[config.mk]
export PLATFORM = sky130hd
export DESIGN_NAME = cooperative_task_scheduler
export DESIGN_NICKNAME = d
export VERILOG_FILES = /design/src/rtl/cts_pkg.sv /design/src/rtl/cooperative_task_scheduler.sv /design/src/rtl/cts_ram.sv /design/src/rtl/cts_ctrl.sv /design/src/rtl/cts_datapath.sv
export SDC_FILE = /design/constraint.sdc
export NUM_CORES = 2
export LEC_CHECK = 0
export BUFFER_PORTS_ARGS = -buffer_cell sky130_fd_sc_hd__clkbuf_2
export CAP_MARGIN = 20
export CORE_MARGIN = 5
export CORE_UTILIZATION = 50
export DETAILED_ROUTE_END_ITERATION = 10
export PLACE_DENSITY = 0.66
export SYNTH_ARGS = -nofsm -noshare
export SYNTH_HDL_FRONTEND = slang
export SYNTH_HIERARCHICAL = 1
export SYNTH_SLANG_ARGS = --single-unit
[constraint.sdc]
create_clock -name clk -period 9.7 [get_ports clk]
set_input_delay 0.485 -clock clk [delete_from_list [all_inputs] [get_ports clk]]
set_output_delay 0.485 -clock clk [all_outputs]
set_load 0.02 [all_outputs]
[src/rtl/cts_pkg.sv]
// cts_pkg: shared types and constants of the cooperative task scheduler
// holds op and status codes, the table entry layout, the controller states
// and the controller to datapath command and status structs; no dependencies
`default_nettype none

package cts_pkg;

    // default table depth, overridable from the top level
    localparam int DEF_MAX_TASKS = 16;

    // most results that one dispatch item may return
    localparam int RESULT_CAP = 16;
    localparam int RUN_W      = $clog2(RESULT_CAP + 1);

    // item operations
    typedef enum logic [1:0] {
        OP_ADD      = 2'd0,
        OP_DELETE   = 2'd1,
        OP_TICK     = 2'd2,
        OP_DISPATCH = 2'd3
    } op_t;

    // result status codes
    typedef enum logic [2:0] {
        STAT_DONE     = 3'd0,
        STAT_FULL     = 3'd1,
        STAT_BAD_SLOT = 3'd2,
        STAT_RUN      = 3'd3,
        STAT_NONE     = 3'd4
    } status_t;

    // one task table entry as stored in the table memory
    typedef struct packed {
        logic [7:0]  handler;
        logic [31:0] countdown;
        logic [31:0] period;
        logic [7:0]  pending;
    } cts_entry_t;

    localparam int ENTRY_W = $bits(cts_entry_t);

    // controller states
    typedef enum logic {
        S_IDLE  = 1'b0,
        S_SWEEP = 1'b1
    } cts_state_t;

    // commands from controller to datapath
    typedef struct packed {
        logic do_add;
        logic do_full;
        logic do_bad;
        logic begin_sweep;
        logic step;
        logic finish;
    } cts_cmd_t;

    // status from datapath to controller
    typedef struct packed {
        logic full;
        logic slot_bad;
        logic sweep_done;
    } cts_stat_t;

endpackage

`default_nettype wire

[src/rtl/cooperative_task_scheduler.sv]
// cooperative_task_scheduler: top level of the time-triggered task scheduler
// joins cts_ctrl and cts_datapath; uses cts_pkg
//
//   channel   handshake             payload
//   item in   start, busy           op, handler_id, first_delay, period, slot_index
//   result    valid (one cycle)     status, task_handler, slot, last
//
// add, a full table and a bad slot: result in the cycle after the accepting edge, busy stays low
// tick, delete and dispatch sweep the table one entry a cycle through the registered read port;
// entries swept are task_count for tick and dispatch, task_count - slot_index - 1 for delete
// busy is then high for the sweep, also when no entry is swept
// the final result shows in the first cycle after busy falls, when a new item may already start
// reset clears the task count; table contents are written before they are read
// results cannot be stalled, each stands on the ports for exactly one cycle
`default_nettype none

module cooperative_task_scheduler
    import cts_pkg::*;
#(
    parameter int MAX_TASKS = DEF_MAX_TASKS
) (
    input  wire logic        clk,
    input  wire logic        rst_n,
    input  wire logic        start,
    output logic             busy,
    input  wire logic [1:0]  op,
    input  wire logic [7:0]  handler_id,
    input  wire logic [31:0] first_delay,
    input  wire logic [31:0] period,
    input  wire logic [3:0]  slot_index,
    output logic             valid,
    output logic [2:0]       status,
    output logic [7:0]       task_handler,
    output logic [3:0]       slot,
    output logic             last
);

    cts_cmd_t  cmd;
    cts_stat_t dp_stat;

    // controller
    cts_ctrl u_ctrl (
        .clk     (clk),
        .rst_n   (rst_n),
        .start   (start),
        .op      (op),
        .dp_stat (dp_stat),
        .cmd     (cmd),
        .busy    (busy)
    );

    // datapath
    cts_datapath #(
        .MAX_TASKS (MAX_TASKS)
    ) u_dp (
        .clk          (clk),
        .rst_n        (rst_n),
        .cmd          (cmd),
        .dp_stat      (dp_stat),
        .op           (op),
        .handler_id   (handler_id),
        .first_delay  (first_delay),
        .period       (period),
        .slot_index   (slot_index),
        .valid        (valid),
        .status       (status),
        .task_handler (task_handler),
        .slot         (slot),
        .last         (last)
    );

`ifndef ASSERT_OFF
    // a finished sweep always leaves its final result on the ports
    a_sweep_ends_with_last: assert property (@(posedge clk) disable iff (!rst_n)
        $fell(busy) |-> (valid && last))
        else $error("sweep ended without a final result");

    // only run results may be followed by more results of the same item
    a_not_last_is_run: assert property (@(posedge clk) disable iff (!rst_n)
        (valid && !last) |-> (status == STAT_RUN))
        else $error("non-final result is not a run");

    // an add answers in the next cycle with its only result
    a_add_one_result: assert property (@(posedge clk) disable iff (!rst_n)
        (start && !busy && (op == OP_ADD)) |=> (valid && last && !busy))
        else $error("add did not answer in one cycle");

    // a none-pending result carries no handler and no slot
    a_none_clean: assert property (@(posedge clk) disable iff (!rst_n)
        (valid && (status == STAT_NONE)) |-> ((task_handler == 8'd0) && (slot == 4'd0)))
        else $error("none-pending result carries payload");
`endif

endmodule

`default_nettype wire

[src/rtl/cts_ram.sv]
// cts_ram: generic single write port, single read port memory
// read data is registered; no dependencies
`default_nettype none

module cts_ram #(
    parameter int WIDTH = 8,
    parameter int DEPTH = 16,
    parameter int AW    = (DEPTH > 1) ? $clog2(DEPTH) : 1
) (
    input  wire logic             clk,
    input  wire logic             we,
    input  wire logic [AW-1:0]    waddr,
    input  wire logic [WIDTH-1:0] wdata,
    input  wire logic [AW-1:0]    raddr,
    output logic      [WIDTH-1:0] rdata
);

    logic [WIDTH-1:0] mem [DEPTH];

    // write port
    always_ff @(posedge clk)
    begin
        if (we)
        begin
            mem[waddr] <= wdata;
        end
    end

    // registered read port
    always_ff @(posedge clk)
    begin
        rdata <= mem[raddr];
    end

endmodule

`default_nettype wire

[src/rtl/cts_ctrl.sv]
// cts_ctrl: controller state machine of the task scheduler
// decodes an accepted item and sequences the table sweep; uses cts_pkg
`default_nettype none

module cts_ctrl
    import cts_pkg::*;
(
    input  wire logic       clk,
    input  wire logic       rst_n,
    input  wire logic       start,
    input  wire logic [1:0] op,
    input  wire cts_stat_t  dp_stat,
    output cts_cmd_t        cmd,
    output logic            busy
);

    cts_state_t state_reg;
    cts_state_t state_next;
    logic       accept;

    assign accept = start && (state_reg == S_IDLE);
    assign busy   = (state_reg == S_SWEEP);

    // state register
    always_ff @(posedge clk or negedge rst_n)
    begin
        if (!rst_n)
        begin
            state_reg <= S_IDLE;
        end
        else
        begin
            state_reg <= state_next;
        end
    end

    // next state
    always_comb
    begin
        state_next = state_reg;
        case (state_reg)
            S_IDLE:
            begin
                if (accept)
                begin
                    case (op_t'(op))
                        OP_ADD:    state_next = S_IDLE;
                        OP_DELETE: state_next = dp_stat.slot_bad ? S_IDLE : S_SWEEP;
                        default:   state_next = S_SWEEP;
                    endcase
                end
            end
            S_SWEEP:
            begin
                if (dp_stat.sweep_done)
                begin
                    state_next = S_IDLE;
                end
            end
            default: state_next = S_IDLE;
        endcase
    end

    // command outputs
    always_comb
    begin
        cmd = '0;
        case (state_reg)
            S_IDLE:
            begin
                if (accept)
                begin
                    case (op_t'(op))
                        OP_ADD:
                        begin
                            cmd.do_add  = !dp_stat.full;
                            cmd.do_full = dp_stat.full;
                        end
                        OP_DELETE:
                        begin
                            cmd.do_bad      = dp_stat.slot_bad;
                            cmd.begin_sweep = !dp_stat.slot_bad;
                        end
                        default: cmd.begin_sweep = 1'b1;
                    endcase
                end
            end
            S_SWEEP:
            begin
                cmd.step   = !dp_stat.sweep_done;
                cmd.finish = dp_stat.sweep_done;
            end
            default: cmd = '0;
        endcase
    end

endmodule

`default_nettype wire

[src/rtl/cts_datapath.sv]
// cts_datapath: task table, sweep pointers and result register
// the table lives in a cts_ram instance; commands come from cts_ctrl; uses cts_pkg
`default_nettype none

module cts_datapath
    import cts_pkg::*;
#(
    parameter int MAX_TASKS = DEF_MAX_TASKS
) (
    input  wire logic        clk,
    input  wire logic        rst_n,
    input  wire cts_cmd_t    cmd,
    output cts_stat_t        dp_stat,
    input  wire logic [1:0]  op,
    input  wire logic [7:0]  handler_id,
    input  wire logic [31:0] first_delay,
    input  wire logic [31:0] period,
    input  wire logic [3:0]  slot_index,
    output logic             valid,
    output logic [2:0]       status,
    output logic [7:0]       task_handler,
    output logic [3:0]       slot,
    output logic             last
);

    localparam int CW = $clog2(MAX_TASKS + 1);
    localparam int IW = (MAX_TASKS > 1) ? $clog2(MAX_TASKS) : 1;
    localparam int XW = (CW > 4) ? CW : 4;

    // table count, sweep read and write pointers
    logic [CW-1:0]    count_reg, count_next;
    logic [CW-1:0]    rd_reg, rd_next;
    logic [CW-1:0]    wr_reg, wr_next;
    logic             vld_reg, vld_next;
    op_t              op_reg, op_next;
    logic [RUN_W-1:0] runs_reg, runs_next;

    // run result held back until it is known whether it is the final one
    logic             hold_vld_reg, hold_vld_next;
    logic [7:0]       hold_handler_reg, hold_handler_next;
    logic [3:0]       hold_slot_reg, hold_slot_next;

    // result register
    logic             valid_reg, valid_next;
    status_t          status_reg, status_next;
    logic [7:0]       handler_reg, handler_next;
    logic [3:0]       slot_reg, slot_next;
    logic             last_reg, last_next;

    // table memory ports
    logic             ram_we;
    logic [IW-1:0]    ram_waddr;
    logic [ENTRY_W-1:0] ram_wdata;
    logic [IW-1:0]    ram_raddr;
    logic [ENTRY_W-1:0] ram_rdata;

    cts_entry_t       ent;
    cts_entry_t       proc_ent;
    cts_entry_t       new_ent;
    logic             run;
    logic             drop;
    logic [XW-1:0]    wr_wide;
    logic [XW-1:0]    count_wide;

    cts_ram #(
        .WIDTH (ENTRY_W),
        .DEPTH (MAX_TASKS)
    ) u_table (
        .clk   (clk),
        .we    (ram_we),
        .waddr (ram_waddr),
        .wdata (ram_wdata),
        .raddr (ram_raddr),
        .rdata (ram_rdata)
    );

    assign wr_wide    = XW'(wr_reg);
    assign count_wide = XW'(count_reg);

    // status to the controller
    assign dp_stat.full       = (count_reg == CW'(MAX_TASKS));
    assign dp_stat.slot_bad   = (XW'(slot_index) >= count_wide);
    assign dp_stat.sweep_done = (rd_reg >= count_reg) && !vld_reg;

    // new entry built from the item fields
    always_comb
    begin
        new_ent.handler   = handler_id;
        new_ent.countdown = first_delay;
        new_ent.period    = period;
        new_ent.pending   = 8'd0;
    end

    // per-entry update of the entry just read
    always_comb
    begin
        ent      = cts_entry_t'(ram_rdata);
        proc_ent = ent;
        run      = 1'b0;
        drop     = 1'b0;
        case (op_reg)
            OP_TICK:
            begin
                if (ent.countdown != 32'd0)
                begin
                    proc_ent.countdown = ent.countdown - 32'd1;
                end
                else
                begin
                    proc_ent.countdown = ent.period;
                    if (ent.pending != 8'hFF)
                    begin
                        proc_ent.pending = ent.pending + 8'd1;
                    end
                end
            end
            OP_DISPATCH:
            begin
                if ((runs_reg < RUN_W'(RESULT_CAP)) && (ent.pending != 8'd0))
                begin
                    run              = 1'b1;
                    proc_ent.pending = ent.pending - 8'd1;
                    drop             = (ent.period == 32'd0);
                end
            end
            default: proc_ent = ent;
        endcase
    end

    // next-state logic of the datapath
    always_comb
    begin
        count_next        = count_reg;
        rd_next           = rd_reg;
        wr_next           = wr_reg;
        vld_next          = 1'b0;
        op_next           = op_reg;
        runs_next         = runs_reg;
        hold_vld_next     = hold_vld_reg;
        hold_handler_next = hold_handler_reg;
        hold_slot_next    = hold_slot_reg;
        valid_next        = 1'b0;
        status_next       = status_reg;
        handler_next      = handler_reg;
        slot_next         = slot_reg;
        last_next         = last_reg;
        ram_we            = 1'b0;
        ram_waddr         = wr_reg[IW-1:0];
        ram_wdata         = proc_ent;
        ram_raddr         = rd_reg[IW-1:0];

        // append a task
        if (cmd.do_add)
        begin
            ram_we       = 1'b1;
            ram_waddr    = count_reg[IW-1:0];
            ram_wdata    = new_ent;
            count_next   = count_reg + CW'(1);
            valid_next   = 1'b1;
            status_next  = STAT_DONE;
            handler_next = 8'd0;
            slot_next    = count_wide[3:0];
            last_next    = 1'b1;
        end

        // rejected items
        if (cmd.do_full || cmd.do_bad)
        begin
            valid_next   = 1'b1;
            status_next  = cmd.do_full ? STAT_FULL : STAT_BAD_SLOT;
            handler_next = 8'd0;
            slot_next    = 4'd0;
            last_next    = 1'b1;
        end

        // set up a sweep; delete starts copying from the slot after the victim
        if (cmd.begin_sweep)
        begin
            op_next       = op_t'(op);
            runs_next     = '0;
            hold_vld_next = 1'b0;
            if (op_t'(op) == OP_DELETE)
            begin
                rd_next = CW'({1'b0, slot_index} + 5'd1);
                wr_next = CW'(slot_index);
            end
            else
            begin
                rd_next = '0;
                wr_next = '0;
            end
        end

        // one sweep cycle: issue a read, write back the entry read before
        if (cmd.step)
        begin
            if (rd_reg < count_reg)
            begin
                vld_next = 1'b1;
                rd_next  = rd_reg + CW'(1);
            end
            if (vld_reg)
            begin
                ram_we = !drop;
                if (!drop)
                begin
                    wr_next = wr_reg + CW'(1);
                end
                if (run)
                begin
                    runs_next = runs_reg + RUN_W'(1);
                    if (hold_vld_reg)
                    begin
                        valid_next   = 1'b1;
                        status_next  = STAT_RUN;
                        handler_next = hold_handler_reg;
                        slot_next    = hold_slot_reg;
                        last_next    = 1'b0;
                    end
                    hold_vld_next     = 1'b1;
                    hold_handler_next = ent.handler;
                    hold_slot_next    = wr_wide[3:0];
                end
            end
        end

        // end of sweep: new count and the final result
        if (cmd.finish)
        begin
            count_next = wr_reg;
            valid_next = 1'b1;
            last_next  = 1'b1;
            if (op_reg == OP_DISPATCH)
            begin
                status_next  = hold_vld_reg ? STAT_RUN : STAT_NONE;
                handler_next = hold_vld_reg ? hold_handler_reg : 8'd0;
                slot_next    = hold_vld_reg ? hold_slot_reg : 4'd0;
            end
            else
            begin
                status_next  = STAT_DONE;
                handler_next = 8'd0;
                slot_next    = 4'd0;
            end
        end
    end

    // control registers
    always_ff @(posedge clk or negedge rst_n)
    begin
        if (!rst_n)
        begin
            count_reg    <= '0;
            rd_reg       <= '0;
            wr_reg       <= '0;
            vld_reg      <= 1'b0;
            op_reg       <= OP_ADD;
            runs_reg     <= '0;
            hold_vld_reg <= 1'b0;
            valid_reg    <= 1'b0;
        end
        else
        begin
            count_reg    <= count_next;
            rd_reg       <= rd_next;
            wr_reg       <= wr_next;
            vld_reg      <= vld_next;
            op_reg       <= op_next;
            runs_reg     <= runs_next;
            hold_vld_reg <= hold_vld_next;
            valid_reg    <= valid_next;
        end
    end

    // payload registers
    always_ff @(posedge clk)
    begin
        hold_handler_reg <= hold_handler_next;
        hold_slot_reg    <= hold_slot_next;
        status_reg       <= status_next;
        handler_reg      <= handler_next;
        slot_reg         <= slot_next;
        last_reg         <= last_next;
    end

    assign valid        = valid_reg;
    assign status       = status_reg;
    assign task_handler = handler_reg;
    assign slot         = slot_reg;
    assign last         = last_reg;

endmodule

`default_nettype wire
Yosys cells after proc, flatten, opt, wreduce, memory -nomap -nowiden
Memory sizes are Yosys's and may differ from the RTL's. A register that Yosys moved wholly into a read port is not among the register bits.
Cells that the tools add are included.
W data, S select, Z words.

operators by class
  $lt $le $gt $ge = 4
  add/sub/neg operators = 8
  bitwise logic cells = 1
  reduce and logical (&&, ||, !) cells = 15
  multiplexer cells = 89
  equality and inequality tests = 5

operator list
  operator                 count
  $mux W8                  12
  $mux W80                 1
  $mux W5                  14
  $mux W32                 2
  $mux W4                  13
  $logic_not A32 Y1        1
  $reduce_bool A32 Y1      1
  $sub A32 B1 Y32 const B  1
  $mux W1                  31
  $mux W3                  9
  $add A5 B1 Y5 const B    4
  $pmux W8 S2              1
  $add A8 B1 Y8 const B    1
  $ne A8 B8 Y1 const B     1
  $reduce_bool A8 Y1       1
  $sub A8 B1 Y8 const B    1
  $mux W2                  3
  $pmux W1 S2              3
  $add A4 B1 Y5 const B    1
  $eq A5 B5 Y1 const B     1
  $ge A4 B5 Y1             1
  $ge A5 B5 Y1             1
  $logic_not A1 Y1         5
  $lt A5 B5 Y1             1
  other kinds (9)          12

word-level totals
  register bits after elaboration = 54
  output and inout bits = 18
  bits in writable memories = 1280
  bits of input ports = 81
  logic and storage cells = 138
  memories = 1

memories
  name              depth  bits a word  read ports  clocked after memory_dff  wr ports  line           source
  u_dp.u_table.mem  16     80           1           1                         1         cts_ram.sv:18  logic [WIDTH-1:0] mem [DEPTH];

Longest topological paths before layout
  depth after elaboration = 12
  gate-level depth with buffers = 15

By module
Netlist, hierarchy kept.

by module, submodules not included
  module        instances  cells each  area each (µm²)
  cts_ram       1          2054        49422.4
  cts_datapath  1          635         5082.4
  cts_ctrl      1          14          122.6

Worst setup path after synthesis
OpenSTA, ideal clock, no wires.

  path type = register to register
  start = register u_dp.count_reg[1]
  end = memory u_dp/u_table/mem[0][0] (netlist bit), enable pin
  clock period less this slack = 8.847 ns
  cell stages (with the launch flop) = 16
  path slack = 0.853 ns
  buffers on the path = 1
  arrival = 8.231 ns
  path through = dfrtp_1 -> inv_1 -> ha_1 -> nor2b_1 -> o21ai_0 -> nand2b_1 -> a21oi_1 -> a21boi_0 -> o21ba_2 -> nor2b_1 -> nand2_1 -> a31o_2 -> clkbuf_1 -> nand2_1 -> or3b_2 -> nor3_1

RTL lines
  item                    line                 source
  from (decl)             cts_datapath.sv:31   logic [CW-1:0] count_reg, count_next;
  from (signal assigned)  cts_datapath.sv:264  count_reg <= count_next;
  to (decl)               cts_ram.sv:18

==> impl_metrics.tcl <==
set metrics [dict create \
    startpoint_type "register" \
    drive_above_1_share 0.265 \
    root_buffer "clkbuf_16" \
    leakage_nw 19.7 \
    setup_viol 0 \
    cts_max_level 4 \
    io_buffers 98 \
    first_global_vias 28800 \
    powerDensity_nw_per_um2 304 \
    n_fill_cell 7918 \
    diodes 0 \
    multi_input_area_um2 12700 \
    syn_avg_cell_area_um2 20.2 \
    clock_skew_ns 0.0280 \
    setup_tns_ns 0 \
    grt_pass1_wl_um 192000 \
    synth_flop_cell "edfxtp_1" \
    tightest_slew_ns 1.16 \
    clkSinkCount 1414 \
    crit_arrival_ns 6.59 \
    grt_overflow 0 \
    hold_depth 3 \
    area.growth.synth_to_final_pct 13.0 \
    clk_latency_ns 0.75 \
    fmax_mhz 167 \
    antenna_found_initial 1 \
    cts_buffers 142 \
    worstSetupEndpointType "register" \
    reg_top3 "u_dp/u_table/mem (1280), u_dp/u_table/rdata (80)" \
    whs_endpoint "u_ctrl/busy" \
    ys_ff_latch 1414 \
    max_slew_margin 0.225 \
    required_ns 10.31 \
    cts_tree "done" \
    route.detailed.drc 0 \
    finalHoldViolations 0 \
    ir_drop_uv 193 \
    wl_um 129000 \
    synth_cell_type_count 77 \
    r2r-end "u_dp/u_table/rdata[55]" \
    rsz0062_at_grt "false" \
    hold_start "start" \
    ant_nets 0 \
    die_height_um 341 \
    rrSetupSlack_ns 3.72 \
    synth_edf_count 1292 \
    core_um2 109000 \
    worstSetupPathType "reg -> reg" \
    synth-seq-area-share 0.757 \
    hpwl_um 72100 \
    cts_buffer_depth 3 \
    globalplace.congestion 0.803 \
    seq_area_um2 41400 \
    yosys_warnings 6 \
    track_usage 0.223 \
    pin_count 99 \
    dr.pass1.iters 6 \
    fp.dieArea_um2 116000 \
    post-route-period-util 0.616 \
    syn_inst 2703 \
    largest_reg_flops 1280 \
    drt-wirelength-per-cell_um 29.3 \
    status "complete, no violations" \
    report.final.slew_viol_count 0 \
    vias 27900 \
    vias_per_cell 6.32 \
    largest-register "u_dp/u_table/mem" \
    rows 121 \
    final_core_util 0.568 \
    grt_max_degree 159 \
    r2r-start "u_dp/rd_reg[0]" \
    netlist_area_um2 54600 \
    die_x_um 341 \
    worstPathMaxFanout 46 \
    drtIter0Drc 3312 \
    finish.net_count 2978 \
    reg2reg_depth 8 \
    maxCapViolations 0 \
    clk_pin_slew_ns 0.06 \
    synth.net_count 2803 \
    async_reset_ff_frac 0.0184 \
    cts_resized 0 \
    initial_core_util 0.503 \
    hp-class "in -> reg" \
    fin_crit_ns 5.98 \
]
## Yosys cell counts, drive strengths merged (5+ instances only)
library cell	count	area (µm²)
nor2b	6	37.5
o2bb2ai	6	52.6
o311ai	5	43.8
a21o	5	37.5
o21a	5	37.5
xor2	7	61.3
inv	21	78.8
nor2	58	218
edfxtp	1292	38800
o211ai	5	42.5
a22o	8	70.1
nor4b	5	50.0
clkbuf	70	263
a22oi	163	1220
nand3	21	105
o31ai	7	52.6
mux2	47	529
nor4	24	178
or2	5	31.3
dfrtp	26	651
a31oi	10	62.6
mux2i	14	140
nand2b	15	101
nor3b	6	45.0
o21ai	54	270
and2	5	31.3
mux4	320	7210
ha	19	238
buf	76	443
or3	12	75.1
nor3	25	125
nand2	146	548
xnor2	12	105
dfxtp	96	1920
a21oi	39	195
nand4	14	87.6
## worst max-delay path: stages, from the launching register on
cell and delay [ns]:
dfrtp_4 0.84, buf_4 0.78, buf_4 0.73, buf_4 0.76, buf_4 0.79, buf_4 0.86
mux4_2 0.59, a22oi_1 0.24, nand2_1 0.09
## report_power, final
part	internal, W	switching (W)
sequential	0.00804	0.000510
combinational	0.00188	0.00288
clock	0.00316	0.00227
total	0.0131	0.00566
## cell families after synthesis
group | share of synthesized area
flops | 0.757
buf+inv | 0.0144
fa+ha+maj | 0.00435
mux | 0.144
compound gates | 0.0440
xor+xnor | 0.00305
simple gates | 0.0327
## worst max-delay path by stage
| stage | cells past startpoint | startpoint | slack, ns | endpoint |
|---|---|---|---|---|
| 5_1_grt | 8 | u_dp/rd_reg[0] | 2.96 | u_dp/u_table/rdata[8] |
| 3_5_place_dp | 8 | u_dp/rd_reg[0] | 3.49 | u_dp/u_table/rdata[23] |
| 4_1_cts | 8 | u_dp/rd_reg[0] | 3.47 | u_dp/u_table/rdata[55] |
| 2_1_floorplan | 15 | u_dp/count_reg[1] | 0.85 | u_dp/u_table/mem[0][0] |
| 6_report | 8 | u_dp/rd_reg[0] | 3.72 | u_dp/u_table/rdata[55] |
| 3_3_place_gp | 8 | u_dp/rd_reg[0] | 3.56 | u_dp/u_table/rdata[33] |
## cell type report
type	instances	share of cell area
Timing Repair Buffer	177	0.0189
Inverter	22	0.00134
Clock buffer	198	0.0646
Tap cell	1414	0.0287
Sequential cell	1414	0.670
Clock inverter	67	0.0111
Multi-Input combinational cell	1121	0.205
## layer usage
layer / global-route usage / vias up / share of wire
met4: 0.0599 / 0 / 0.023
met3: 0.0448 / 220 / 0.084
li1: - / 11600 / -
met2: 0.357 / 1292 / 0.48
met5: 0 / - / 0
met1: 0.320 / 14700 / 0.41
## cells in the final DEF, fill, tap and decap left out, types with 21 or more instances in the layout
master | netlist | layout
buf_4 | 4 | 72
mux4_2 | 320 | 320
a22oi_1 | 163 | 163
dfxtp_1 | 96 | 96
edfxtp_1 | 1292 | 1292
clkbuf_16 | 0 | 146
dfrtp_1 | 26 | 24
nand2_1 | 146 | 146
nor2_1 | 58 | 45
nor3_1 | 25 | 21
clkbuf_2 | 0 | 98
mux2_2 | 47 | 47
nand3_1 | 21 | 21
a21oi_1 | 39 | 39
inv_1 | 21 | 21
clkbuf_1 | 70 | 38
o21ai_0 | 54 | 53
## what timing repair did
item / 4_1_cts / 5_1_grt
setup buffers: 0 / 0
hold buffers: 1 / 0
endpoints found under the hold margin: 26 / 0
setup endpoints to repair: 0 / 0
## stage by stage
stage / instance area, µm² / hold WS (ns) / cells / setup slack, ns / power (W)
after global placement: 56900 / 0.413 / 4131 / 3.56 / 0.0132
final: 61700 / 0.0862 / 4413 / 3.72 / 0.0187
after detailed placement: 56900 / 0.412 / 4133 / 3.49 / 0.0134
after floorplan: 54600 / 0.189 / 2703 / 0.853 / 0.0118
after CTS: 61600 / 0.0297 / 4399 / 3.47 / 0.0188
after global routing: 61700 / 0.0730 / 4413 / 2.96 / 0.0196
(Power assumes the default switching activity.)
